File: config.mk
export PLATFORM = sky130hd
export DESIGN_NAME = tracked_bitset_with_scan_core
export DESIGN_NICKNAME = d
export VERILOG_FILES = /design/src/hdl/tbws_pkg.sv /design/src/hdl/tbws_ram.sv /design/src/hdl/tbws_ctrl.sv /design/src/hdl/tbws_dp.sv /design/src/hdl/tracked_bitset_with_scan_core.sv
export SDC_FILE = /design/constraint.sdc
export NUM_CORES = 2
export LEC_CHECK = 0
export BUFFER_PORTS_ARGS = -buffer_cell sky130_fd_sc_hd__buf_2
export CAP_MARGIN = 15
export CORE_AREA = 2 2 339 341
export CTS_CLUSTER_DIAMETER = 100
export DETAILED_ROUTE_END_ITERATION = 8
export DIE_AREA = 0 0 341 343
export PLACE_DENSITY_LB_ADDON = 0.08
export SLEW_MARGIN = 0
export SYNTH_ARGS = -nofsm -noshare
export SYNTH_HDL_FRONTEND = slang
export SYNTH_SLANG_ARGS = --single-unit
File: constraint.sdc
create_clock -name i_clk -period 7.3 [get_ports i_clk]
set_input_delay 2.19 -clock i_clk [delete_from_list [all_inputs] [get_ports i_clk]]
set_output_delay 2.19 -clock i_clk [all_outputs]
set_load 0.02 [all_outputs]
File: src/hdl/tbws_pkg.sv
// Shared types and constants for the tracked bit set with scan.
// Holds field widths, request codes, controller states and the command/status structs.
// No dependencies.
package tbws_pkg;

    // Default sizes of the set and of one stored word
    localparam int SET_BITS_DEF  = 1024;
    localparam int WORD_BITS_DEF = 32;

    // Fixed field widths
    localparam int REQ_W = 3;
    localparam int IDX_W = 10;
    localparam int CNT_W = 11;
    localparam int SUM_W = 19;

    // Request codes
    localparam logic [REQ_W-1:0] REQ_SET   = 3'd0;
    localparam logic [REQ_W-1:0] REQ_CLEAR = 3'd1;
    localparam logic [REQ_W-1:0] REQ_TEST  = 3'd2;
    localparam logic [REQ_W-1:0] REQ_NEXT  = 3'd3;
    localparam logic [REQ_W-1:0] REQ_PREV  = 3'd4;

    typedef enum logic [1:0] {
        ST_IDLE,
        ST_EXEC,
        ST_SCAN,
        ST_DONE
    } t_state;

    // What a finished scan updates
    typedef enum logic [1:0] {
        TGT_FIND,
        TGT_LOW,
        TGT_HIGH
    } t_tgt;

    typedef struct packed {
        logic load;        // take a new item, read its word
        logic exec;        // word of the item is on the read port
        logic do_set;      // write the bit and grow count/sum
        logic do_clr;      // clear the bit and shrink count/sum
        logic scan_start;  // set up a word walk
        logic scan_up;     // walk direction
        t_tgt scan_tgt;
        logic scan_step;   // issue next word, check previous
        logic scan_finish; // commit the scan result
        logic out_load;    // move the result into the output register
    } t_cmd;

    typedef struct packed {
        logic             was;
        logic             valid_idx;
        logic [REQ_W-1:0] req;
        logic             cnt_one;
        logic             is_low;
        logic             is_high;
        logic             scan_hit;
        logic             scan_end;
        logic             out_free;
    } t_sts;

endpackage

File: src/hdl/tbws_ram.sv
// Generic single-write, single-read RAM with registered read data.
// No dependencies.
module tbws_ram #(
    parameter int WIDTH = 32,
    parameter int DEPTH = 32,
    parameter int AW    = (DEPTH > 1) ? $clog2(DEPTH) : 1
) (
    input  logic             i_clk,
    input  logic             i_we,
    input  logic [AW-1:0]    i_waddr,
    input  logic [WIDTH-1:0] i_wdata,
    input  logic [AW-1:0]    i_raddr,
    output logic [WIDTH-1:0] o_rdata
);

    logic [WIDTH-1:0] r_mem [DEPTH];

    always_ff @(posedge i_clk) begin
        if (i_we) begin
            r_mem[i_waddr] <= i_wdata;
        end
        o_rdata <= r_mem[i_raddr];
    end

endmodule

File: src/hdl/tbws_ctrl.sv
// Controller for the tracked bit set: sequences load, update, word walk and result.
// Depends on tbws_pkg.
module tbws_ctrl (
    input  logic           i_clk,
    input  logic           i_rst_n,
    input  logic           i_valid,
    output logic           o_ready,
    input  tbws_pkg::t_sts i_sts,
    output tbws_pkg::t_cmd o_cmd
);

    tbws_pkg::t_state r_state, n_state;

    logic set_act, clr_act, is_next, is_prev;

    assign set_act = (i_sts.req == tbws_pkg::REQ_SET) && i_sts.valid_idx && !i_sts.was;
    assign clr_act = (i_sts.req == tbws_pkg::REQ_CLEAR) && i_sts.valid_idx && i_sts.was;
    assign is_next = (i_sts.req == tbws_pkg::REQ_NEXT);
    assign is_prev = (i_sts.req == tbws_pkg::REQ_PREV);

    always_ff @(posedge i_clk) begin
        if (!i_rst_n) begin
            r_state <= tbws_pkg::ST_IDLE;
        end else begin
            r_state <= n_state;
        end
    end

    // Next state
    always_comb begin
        n_state = r_state;
        case (r_state)
            tbws_pkg::ST_IDLE: begin
                if (i_valid) begin
                    n_state = tbws_pkg::ST_EXEC;
                end
            end
            tbws_pkg::ST_EXEC: begin
                n_state = tbws_pkg::ST_DONE;
                if (set_act) begin
                    n_state = tbws_pkg::ST_DONE;
                end else if (clr_act) begin
                    if (!i_sts.cnt_one && (i_sts.is_low || i_sts.is_high)) begin
                        n_state = tbws_pkg::ST_SCAN;
                    end
                end else if ((is_next && i_sts.valid_idx) || is_prev) begin
                    n_state = tbws_pkg::ST_SCAN;
                end
            end
            tbws_pkg::ST_SCAN: begin
                if (i_sts.scan_hit || i_sts.scan_end) begin
                    n_state = tbws_pkg::ST_DONE;
                end
            end
            tbws_pkg::ST_DONE: begin
                if (i_sts.out_free) begin
                    n_state = tbws_pkg::ST_IDLE;
                end
            end
            default: n_state = tbws_pkg::ST_IDLE;
        endcase
    end

    // Outputs
    always_comb begin
        o_cmd    = '0;
        o_cmd.scan_tgt = tbws_pkg::TGT_FIND;
        o_ready  = 1'b0;
        case (r_state)
            tbws_pkg::ST_IDLE: begin
                o_ready    = 1'b1;
                o_cmd.load = i_valid;
            end
            tbws_pkg::ST_EXEC: begin
                o_cmd.exec = 1'b1;
                if (set_act) begin
                    o_cmd.do_set = 1'b1;
                end else if (clr_act) begin
                    o_cmd.do_clr = 1'b1;
                    if (!i_sts.cnt_one && i_sts.is_low) begin
                        o_cmd.scan_start = 1'b1;
                        o_cmd.scan_up    = 1'b1;
                        o_cmd.scan_tgt   = tbws_pkg::TGT_LOW;
                    end else if (!i_sts.cnt_one && i_sts.is_high) begin
                        o_cmd.scan_start = 1'b1;
                        o_cmd.scan_up    = 1'b0;
                        o_cmd.scan_tgt   = tbws_pkg::TGT_HIGH;
                    end
                end else if (is_next && i_sts.valid_idx) begin
                    o_cmd.scan_start = 1'b1;
                    o_cmd.scan_up    = 1'b1;
                end else if (is_prev) begin
                    o_cmd.scan_start = 1'b1;
                    o_cmd.scan_up    = 1'b0;
                end
            end
            tbws_pkg::ST_SCAN: begin
                o_cmd.scan_step   = 1'b1;
                o_cmd.scan_finish = i_sts.scan_hit || i_sts.scan_end;
            end
            tbws_pkg::ST_DONE: begin
                o_cmd.out_load = i_sts.out_free;
            end
            default: o_cmd = '0;
        endcase
    end

endmodule

File: src/hdl/tbws_dp.sv
// Datapath for the tracked bit set: word store, per-word valid bits, trackers,
// word walk with priority pick, and the output register.
// Depends on tbws_pkg and tbws_ram.
module tbws_dp #(
    parameter int SET_BITS  = tbws_pkg::SET_BITS_DEF,
    parameter int WORD_BITS = tbws_pkg::WORD_BITS_DEF
) (
    input  logic                       i_clk,
    input  logic                       i_rst_n,
    input  tbws_pkg::t_cmd             i_cmd,
    output tbws_pkg::t_sts             o_sts,
    input  logic [tbws_pkg::REQ_W-1:0] i_req_type,
    input  logic [tbws_pkg::IDX_W-1:0] i_index,
    input  logic                       i_out_ready,
    output logic                       o_out_valid,
    output logic                       o_bit_value,
    output logic                       o_found,
    output logic [tbws_pkg::IDX_W-1:0] o_found_index,
    output logic [tbws_pkg::IDX_W-1:0] o_lowest_member,
    output logic [tbws_pkg::IDX_W-1:0] o_highest_member,
    output logic [tbws_pkg::CNT_W-1:0] o_member_count,
    output logic [tbws_pkg::SUM_W-1:0] o_member_sum,
    output logic                       o_set_empty
);

    localparam int IDX_W  = tbws_pkg::IDX_W;
    localparam int CNT_W  = tbws_pkg::CNT_W;
    localparam int SUM_W  = tbws_pkg::SUM_W;
    localparam int REQ_W  = tbws_pkg::REQ_W;
    localparam int WORDS  = (SET_BITS + WORD_BITS - 1) / WORD_BITS;
    localparam int ADDR_W = (WORDS > 1) ? $clog2(WORDS) : 1;
    localparam int BIT_W  = $clog2(WORD_BITS);

    // Item registers
    logic [REQ_W-1:0]  r_req;
    logic [IDX_W-1:0]  r_idx;
    logic [ADDR_W-1:0] r_word;
    logic [BIT_W-1:0]  r_bit;
    logic              r_was;

    // Tracked state
    logic [WORDS-1:0]  r_wvld;
    logic              r_rd_vld;
    logic [IDX_W-1:0]  r_low, r_high;
    logic [CNT_W-1:0]  r_cnt;
    logic [SUM_W-1:0]  r_sum;

    // Word walk
    logic              r_dir_up;
    tbws_pkg::t_tgt    r_tgt;
    logic [ADDR_W-1:0] r_scan_addr, r_chk_addr, r_sword;
    logic [BIT_W-1:0]  r_sbit;
    logic              r_chk_vld;
    logic              r_found;
    logic [IDX_W-1:0]  r_hit;

    // Output register
    logic r_out_vld;

    // Combinational
    logic [ADDR_W-1:0]    ram_raddr, end_word;
    logic [WORD_BITS-1:0] ram_q, rd_word, bit_mask, new_word, first_mask, masked;
    logic                 valid_idx, was;
    logic [IDX_W-1:0]     start_pos;
    logic [BIT_W-1:0]     sel;
    logic [IDX_W-1:0]     hit_pos;

    assign valid_idx = 32'(r_idx) < SET_BITS;
    assign rd_word   = r_rd_vld ? ram_q : '0;
    assign bit_mask  = {{(WORD_BITS-1){1'b0}}, 1'b1} << r_bit;
    assign was       = valid_idx && ((rd_word & bit_mask) != '0);
    assign new_word  = i_cmd.do_set ? (rd_word | bit_mask) : (rd_word & ~bit_mask);

    assign ram_raddr = i_cmd.load ? ADDR_W'(i_index / WORD_BITS) : r_scan_addr;

    tbws_ram #(
        .WIDTH(WORD_BITS),
        .DEPTH(WORDS),
        .AW   (ADDR_W)
    ) u_store (
        .i_clk  (i_clk),
        .i_we   (i_cmd.do_set || i_cmd.do_clr),
        .i_waddr(r_word),
        .i_wdata(new_word),
        .i_raddr(ram_raddr),
        .o_rdata(ram_q)
    );

    // Start of a walk: a backward walk starts no higher than the top member slot
    always_comb begin
        start_pos = r_idx;
        if (!i_cmd.scan_up && !valid_idx) begin
            start_pos = IDX_W'(SET_BITS - 1);
        end
    end

    assign end_word   = r_dir_up ? ADDR_W'(WORDS - 1) : '0;
    assign first_mask = r_dir_up ? ({WORD_BITS{1'b1}} << r_sbit)
                                 : ({WORD_BITS{1'b1}} >> (BIT_W'(WORD_BITS - 1) - r_sbit));
    assign masked     = rd_word & ((r_chk_addr == r_sword) ? first_mask : {WORD_BITS{1'b1}});

    // Pick lowest set bit walking up, highest walking down
    always_comb begin
        sel = '0;
        if (r_dir_up) begin
            for (int i = WORD_BITS - 1; i >= 0; i--) begin
                if (masked[i]) begin
                    sel = BIT_W'(i);
                end
            end
        end else begin
            for (int i = 0; i < WORD_BITS; i++) begin
                if (masked[i]) begin
                    sel = BIT_W'(i);
                end
            end
        end
    end

    assign hit_pos = IDX_W'(32'(r_chk_addr) * WORD_BITS + 32'(sel));

    always_comb begin
        o_sts           = '0;
        o_sts.was       = was;
        o_sts.valid_idx = valid_idx;
        o_sts.req       = r_req;
        o_sts.cnt_one   = (r_cnt == CNT_W'(1));
        o_sts.is_low    = (r_idx == r_low);
        o_sts.is_high   = (r_idx == r_high);
        o_sts.scan_hit  = r_chk_vld && (masked != '0);
        o_sts.scan_end  = r_chk_vld && (r_chk_addr == end_word);
        o_sts.out_free  = !r_out_vld || i_out_ready;
    end

    // Payload registers
    always_ff @(posedge i_clk) begin
        if (i_cmd.load) begin
            r_req  <= i_req_type;
            r_idx  <= i_index;
            r_word <= ADDR_W'(i_index / WORD_BITS);
            r_bit  <= BIT_W'(i_index % WORD_BITS);
        end
        if (i_cmd.exec) begin
            r_was <= was;
        end
        r_rd_vld <= (32'(ram_raddr) < WORDS) && r_wvld[ram_raddr];
        if (i_cmd.scan_start) begin
            r_dir_up    <= i_cmd.scan_up;
            r_tgt       <= i_cmd.scan_tgt;
            r_scan_addr <= ADDR_W'(start_pos / WORD_BITS);
            r_sword     <= ADDR_W'(start_pos / WORD_BITS);
            r_sbit      <= BIT_W'(start_pos % WORD_BITS);
        end else if (i_cmd.scan_step) begin
            r_chk_addr <= r_scan_addr;
            if (r_scan_addr != end_word) begin
                r_scan_addr <= r_dir_up ? r_scan_addr + ADDR_W'(1) : r_scan_addr - ADDR_W'(1);
            end
        end
        if (i_cmd.out_load) begin
            o_bit_value      <= r_was;
            o_found          <= r_found;
            o_found_index    <= r_hit;
            o_lowest_member  <= (r_cnt != '0) ? r_low : '0;
            o_highest_member <= (r_cnt != '0) ? r_high : '0;
            o_member_count   <= r_cnt;
            o_member_sum     <= r_sum;
            o_set_empty      <= (r_cnt == '0);
        end
    end

    // Control and tracked state
    always_ff @(posedge i_clk) begin
        if (!i_rst_n) begin
            r_wvld    <= '0;
            r_low     <= '0;
            r_high    <= '0;
            r_cnt     <= '0;
            r_sum     <= '0;
            r_chk_vld <= 1'b0;
            r_found   <= 1'b0;
            r_hit     <= '0;
            r_out_vld <= 1'b0;
        end else begin
            if (i_cmd.load) begin
                r_found <= 1'b0;
                r_hit   <= '0;
            end
            if (i_cmd.do_set || i_cmd.do_clr) begin
                r_wvld[r_word] <= 1'b1;
            end
            if (i_cmd.do_set) begin
                r_cnt <= r_cnt + CNT_W'(1);
                r_sum <= r_sum + SUM_W'(r_idx);
                if (r_cnt == '0) begin
                    r_low  <= r_idx;
                    r_high <= r_idx;
                end else begin
                    if (r_idx < r_low) begin
                        r_low <= r_idx;
                    end
                    if (r_idx > r_high) begin
                        r_high <= r_idx;
                    end
                end
            end
            if (i_cmd.do_clr) begin
                r_cnt <= r_cnt - CNT_W'(1);
                r_sum <= r_sum - SUM_W'(r_idx);
                if (r_cnt == CNT_W'(1)) begin
                    r_low  <= '0;
                    r_high <= '0;
                end
            end
            if (i_cmd.scan_start) begin
                r_chk_vld <= 1'b0;
            end else if (i_cmd.scan_step) begin
                r_chk_vld <= 1'b1;
            end
            if (i_cmd.scan_finish && o_sts.scan_hit) begin
                case (r_tgt)
                    tbws_pkg::TGT_FIND: begin
                        r_found <= 1'b1;
                        r_hit   <= hit_pos;
                    end
                    tbws_pkg::TGT_LOW:  r_low  <= hit_pos;
                    tbws_pkg::TGT_HIGH: r_high <= hit_pos;
                    default:            r_found <= r_found;
                endcase
            end
            if (i_cmd.out_load) begin
                r_out_vld <= 1'b1;
            end else if (i_out_ready) begin
                r_out_vld <= 1'b0;
            end
        end
    end

    assign o_out_valid = r_out_vld;

endmodule

File: src/hdl/tracked_bitset_with_scan_core.sv
// Top level of the tracked bit set with forward and backward scan.
// Ties the controller (tbws_ctrl) to the datapath (tbws_dp); depends on tbws_pkg.
//
// The block holds a set of integers 0..SET_BITS-1 in a RAM of WORD_BITS-wide words
// and tracks the lowest member, highest member, member count and member sum. Each
// item sets, clears, tests, finds the next member at or after an index, or finds the
// previous member at or before it, and gives exactly one result carrying the prior
// bit, the search outcome and the tracked figures after the item. One item is in
// work at a time. Set, clear and test accept and read the word, update, then load the
// output register once it is free. Searches, and a clear that removes the lowest or
// highest member while other members remain, walk the store one word per cycle
// through the single RAM read port, at most ceil(SET_BITS/WORD_BITS) words, before
// that load. The next item is taken while a result still waits in the output
// register. Reset clears per-word valid bits, so the store needs no clearing pass
// and the block takes items right after reset.
module tracked_bitset_with_scan_core #(
    parameter int SET_BITS  = tbws_pkg::SET_BITS_DEF,
    parameter int WORD_BITS = tbws_pkg::WORD_BITS_DEF
) (
    input  logic                       i_clk,
    input  logic                       i_rst_n,
    // Request channel
    input  logic                       i_valid,
    output logic                       o_ready,
    input  logic [tbws_pkg::REQ_W-1:0] i_req_type,
    input  logic [tbws_pkg::IDX_W-1:0] i_index,
    // Result channel
    output logic                       o_valid,
    input  logic                       i_ready,
    output logic                       o_bit_value,
    output logic                       o_found,
    output logic [tbws_pkg::IDX_W-1:0] o_found_index,
    output logic [tbws_pkg::IDX_W-1:0] o_lowest_member,
    output logic [tbws_pkg::IDX_W-1:0] o_highest_member,
    output logic [tbws_pkg::CNT_W-1:0] o_member_count,
    output logic [tbws_pkg::SUM_W-1:0] o_member_sum,
    output logic                       o_set_empty
);

    tbws_pkg::t_cmd cmd;
    tbws_pkg::t_sts sts;

    // Sequence each item: load, update or start a walk, walk, hand off result
    tbws_ctrl u_ctrl (
        .i_clk  (i_clk),
        .i_rst_n(i_rst_n),
        .i_valid(i_valid),
        .o_ready(o_ready),
        .i_sts  (sts),
        .o_cmd  (cmd)
    );

    // Store, trackers, word walk and output register
    tbws_dp #(
        .SET_BITS (SET_BITS),
        .WORD_BITS(WORD_BITS)
    ) u_dp (
        .i_clk           (i_clk),
        .i_rst_n         (i_rst_n),
        .i_cmd           (cmd),
        .o_sts           (sts),
        .i_req_type      (i_req_type),
        .i_index         (i_index),
        .i_out_ready     (i_ready),
        .o_out_valid     (o_valid),
        .o_bit_value     (o_bit_value),
        .o_found         (o_found),
        .o_found_index   (o_found_index),
        .o_lowest_member (o_lowest_member),
        .o_highest_member(o_highest_member),
        .o_member_count  (o_member_count),
        .o_member_sum    (o_member_sum),
        .o_set_empty     (o_set_empty)
    );

    // Hold one item at a time: no acceptance right after one
    a_one_item: assert property (@(posedge i_clk) disable iff (!i_rst_n)
        (i_valid && o_ready) |=> !o_ready)
        else $error("request accepted while an item is in work");

    // Empty flag agrees with the count
    a_empty_cnt: assert property (@(posedge i_clk) disable iff (!i_rst_n)
        o_valid |-> (o_set_empty == (o_member_count == '0)))
        else $error("empty flag disagrees with member count");

    // Lowest never above highest while the set holds members
    a_low_high: assert property (@(posedge i_clk) disable iff (!i_rst_n)
        (o_valid && !o_set_empty) |-> (o_lowest_member <= o_highest_member))
        else $error("lowest member above highest member");

    // A miss reports index zero
    a_miss_zero: assert property (@(posedge i_clk) disable iff (!i_rst_n)
        (o_valid && !o_found) |-> (o_found_index == '0))
        else $error("nonzero found index without a hit");

endmodule
==> results_dict.tcl <==
set metrics [dict create \
    vias_per_cell 6.10 \
    yosys_warnings 0 \
    path_cells "inv_1, ha_1, ha_1, a22oi_1, o2111ai_1, a222oi_1, a31o_2, a211o_1, o21ai_0, xor2_1, ha_1, or3_1, a211oi_1, o21ai_0, a211oi_1, o311ai_0, a21oi_1, xor2_1, or3_1, a21oi_1" \
    final_nets 3472 \
    reg2regPathDepth 20 \
    met1Wirelength_um 62600 \
    slew_headroom 0.209 \
    area_delta_synth_final_pct 15.2 \
    fin_skew_ns 0.0284 \
    num_io_pins 82 \
    crit_fanout 27 \
    hp-start "u_dp.r_was$_DFFE_PN_" \
    p_per_area_nw_per_um2 372 \
    grt_max_degree 114 \
    synth.distinct_cells 91 \
    start_util 0.458 \
    cts_tree "done" \
    core_area_um2 113000 \
    syn_nets 3322 \
    yosysTopAreaCellShare 0.650 \
    hold_viol 0 \
    numClockSinks 1254 \
    rsz0062_at_grt "false" \
    start_kind "register" \
    rows 124 \
    top_layer "met4" \
    ys_seq_elements 1254 \
    wl_per_cell_um 30.6 \
    ys_seq_area_frac 0.700 \
    grt_pass1_wl_um 221000 \
    ff2ff_setup_slack_ns 1.05 \
    cp-startpoint "u_dp.r_bit[1]$_DFFE_PP_" \
    first_pass_iters 6 \
    path_clk_slew_ns 0.06 \
    async_flop_share 0 \
    clk_latency_ns 0.76 \
    path_common_cell "ha_1" \
    worst_pin_slew_ns 1.18 \
    clock_tree.root_cell "clkbuf_16" \
    h-tree-depth 4 \
    syn_area_um2 51900 \
    status "finished, final reports clean" \
    syn_avg_cell_area_um2 16.0 \
    yosys-top-cells-area "edfxtp_1 (65%), mux4_2 (11%), dfxtp_1 (5.0%)" \
    synth_top_cell_by_area "edfxtp_1" \
    globalplace.congestion 0.888 \
    synth_cells 3244 \
    worst_path_max_delay_cell "a211o_1" \
    cts_buffers 136 \
    drive_gt1_frac 0.224 \
    fin_crit_ns 6.25 \
    maxCapViolations 0 \
    setup_viol 0 \
    synth_ff_type "edfxtp_1" \
    ir_drop_uv 314 \
    cp.arrival_ns 6.92 \
    insertedDiodeCount 0 \
    critPathKind "reg2reg" \
    cp.required_ns 7.97 \
    post_cts.repair.setup_buffers 0 \
    post-route-util 0.527 \
    total_power_mw 22.2 \
    track_usage 0.264 \
    max_freq_mhz 160 \
    timing.final.max_slew_violations 0 \
    dp_hpwl_um 93000 \
    rr_endpoint "u_dp.r_sum[18]$_SDFFE_PN0N_" \
    worstSetupEndpointType "register" \
    overflow 0 \
    leakagePower_nw 20.0 \
    die_x_um 341 \
    dieArea_um2 117000 \
    fin_crit_sh 0.856 \
    fin_ws_ns 1.05 \
    vias 30635 \
    port_buffers 81 \
    hold_depth 0 \
    clk_path_buf_depth 3 \
    ant_nets 0 \
    r2r-start "u_dp.r_bit[1]$_DFFE_PP_" \
    postLayoutCellArea_um2 59800 \
    antenna_found_initial 3 \
    path_buf_inv 1 \
    post_dp_cell_area_um2 55100 \
    postCtsHoldBufs 0 \
    post-synth-top-count-cell "edfxtp_1" \
    routed_wl_um 154000 \
    max_stage_delay_ns 0.70 \
    crit_family "compound AO/OA/AOI/OAI gates" \
    drc 0 \
    die-height_um 343 \
    pre_cts_ws_ns 1.19 \
    setup_tns_ns 0 \
    grt_pass1_vias 30947 \
    hold_end "u_dp.o_bit_value$_DFFE_PP_" \
    wl_met2_um 74300 \
    cts-resized-gates 0 \
    holdCritPathClass "reg2reg" \
    fill_cells 9171 \
    synth_commonest_cells "edfxtp_1 (1124), nand2_1 (428), mux4_2 (264)" \
    wl_met3_um 10500 \
    drt_iter0_drc 3349 \
    synth_edf_count 1124 \
]
[report_power, final]
| part | internal [mW] | leakage [nW] | switching (mW) |
|---|---|---|---|
| clock | 4.20 | 2.28 | 2.90 |
| sequential | 8.54 | 11.4 | 0.370 |
| combinational | 2.25 | 6.33 | 3.97 |
[worst max path at each step]
| stage | depth (start not counted) | to |
|---|---|---|
| after floorplan | 2 | u_dp.o_bit_value$_DFFE_PP_ |
| after global placement | 20 | u_dp.r_sum[18]$_SDFFE_PN0N_ |
| after detailed placement | 20 | u_dp.r_sum[18]$_SDFFE_PN0N_ |
| after CTS | 20 | u_dp.r_sum[18]$_SDFFE_PN0N_ |
| after global routing | 20 | u_dp.r_sum[18]$_SDFFE_PN0N_ |
| final | 20 | u_dp.r_sum[18]$_SDFFE_PN0N_ |
[per-layer routing]
layer,vias up,global-route usage
met5,-,0
met4,0,0.107
met3,316,0.0417
met2,1339,0.432
met1,15917,0.355
li1,13063,-
[kinds of logic (layout without fill, tap and decap cells)]
family                   count (synthesis)  after routing  share of synthesized area
buffers and inverters                  243            509                     0.0193
AO/OA/AOI/OAI                          437            437                     0.0576
AND/OR/NAND/NOR                        911            911                     0.0793
multiplexers                           300            300                      0.122
flip-flops                            1254           1254                      0.700
XOR/XNOR                                38             38                    0.00713
adder cells (fa/ha/maj)                 61             61                     0.0150
[flip-flops by register name, summed over array words and instances (netlist names), 11 cells and up]
| name | flops |
|---|---|
| u_dp.o_member_sum | 19 |
| u_dp.u_store.o_rdata | 32 |
| u_dp.o_member_count | 11 |
| u_dp.u_store.r_mem | 1024 |
| u_dp.r_cnt | 11 |
| u_dp.r_sum | 19 |
| u_dp.r_wvld | 32 |
[stage by stage]
step,instances,hold slack (ns)
after floorplan,3244,0.400
after global placement,4750,0.413
after detailed placement,4763,0.417
after CTS,5017,0.428
after global routing,5022,0.441
final,5022,0.420
[layout by cell type (no fill, tap or decap), drive strengths merged, types with 14 or more instances in the layout]
cell and n:
or3 18, a21oi 80, o21ai 116, o21a 45, a31oi 14, inv 60
edfxtp 1124, o31ai 18, a21o 17, and3 15, o211ai 14, clkinv 57
dfxtp 130, bufinv 16, nor3 19, ha 59, xnor2 26, mux2i 30
buf 201, a211oi 15, nand3 219, mux4 264, nor2 118, clkbuf 173
and2 16, nand2 429
[area by class of cell]
cell class                      instances  area [µm²]  share of cell area
Sequential cell                      1254       36400               0.608
Clock inverter                         81         940              0.0157
Multi-Input combinational cell       1747       15100               0.253
Tap cell                             1512        1890              0.0316
Clock buffer                          173        3710              0.0620
Timing Repair Buffer                  201        1590              0.0266
Inverter                               54         203             0.00339
Power figures use the tool's default switching activity.
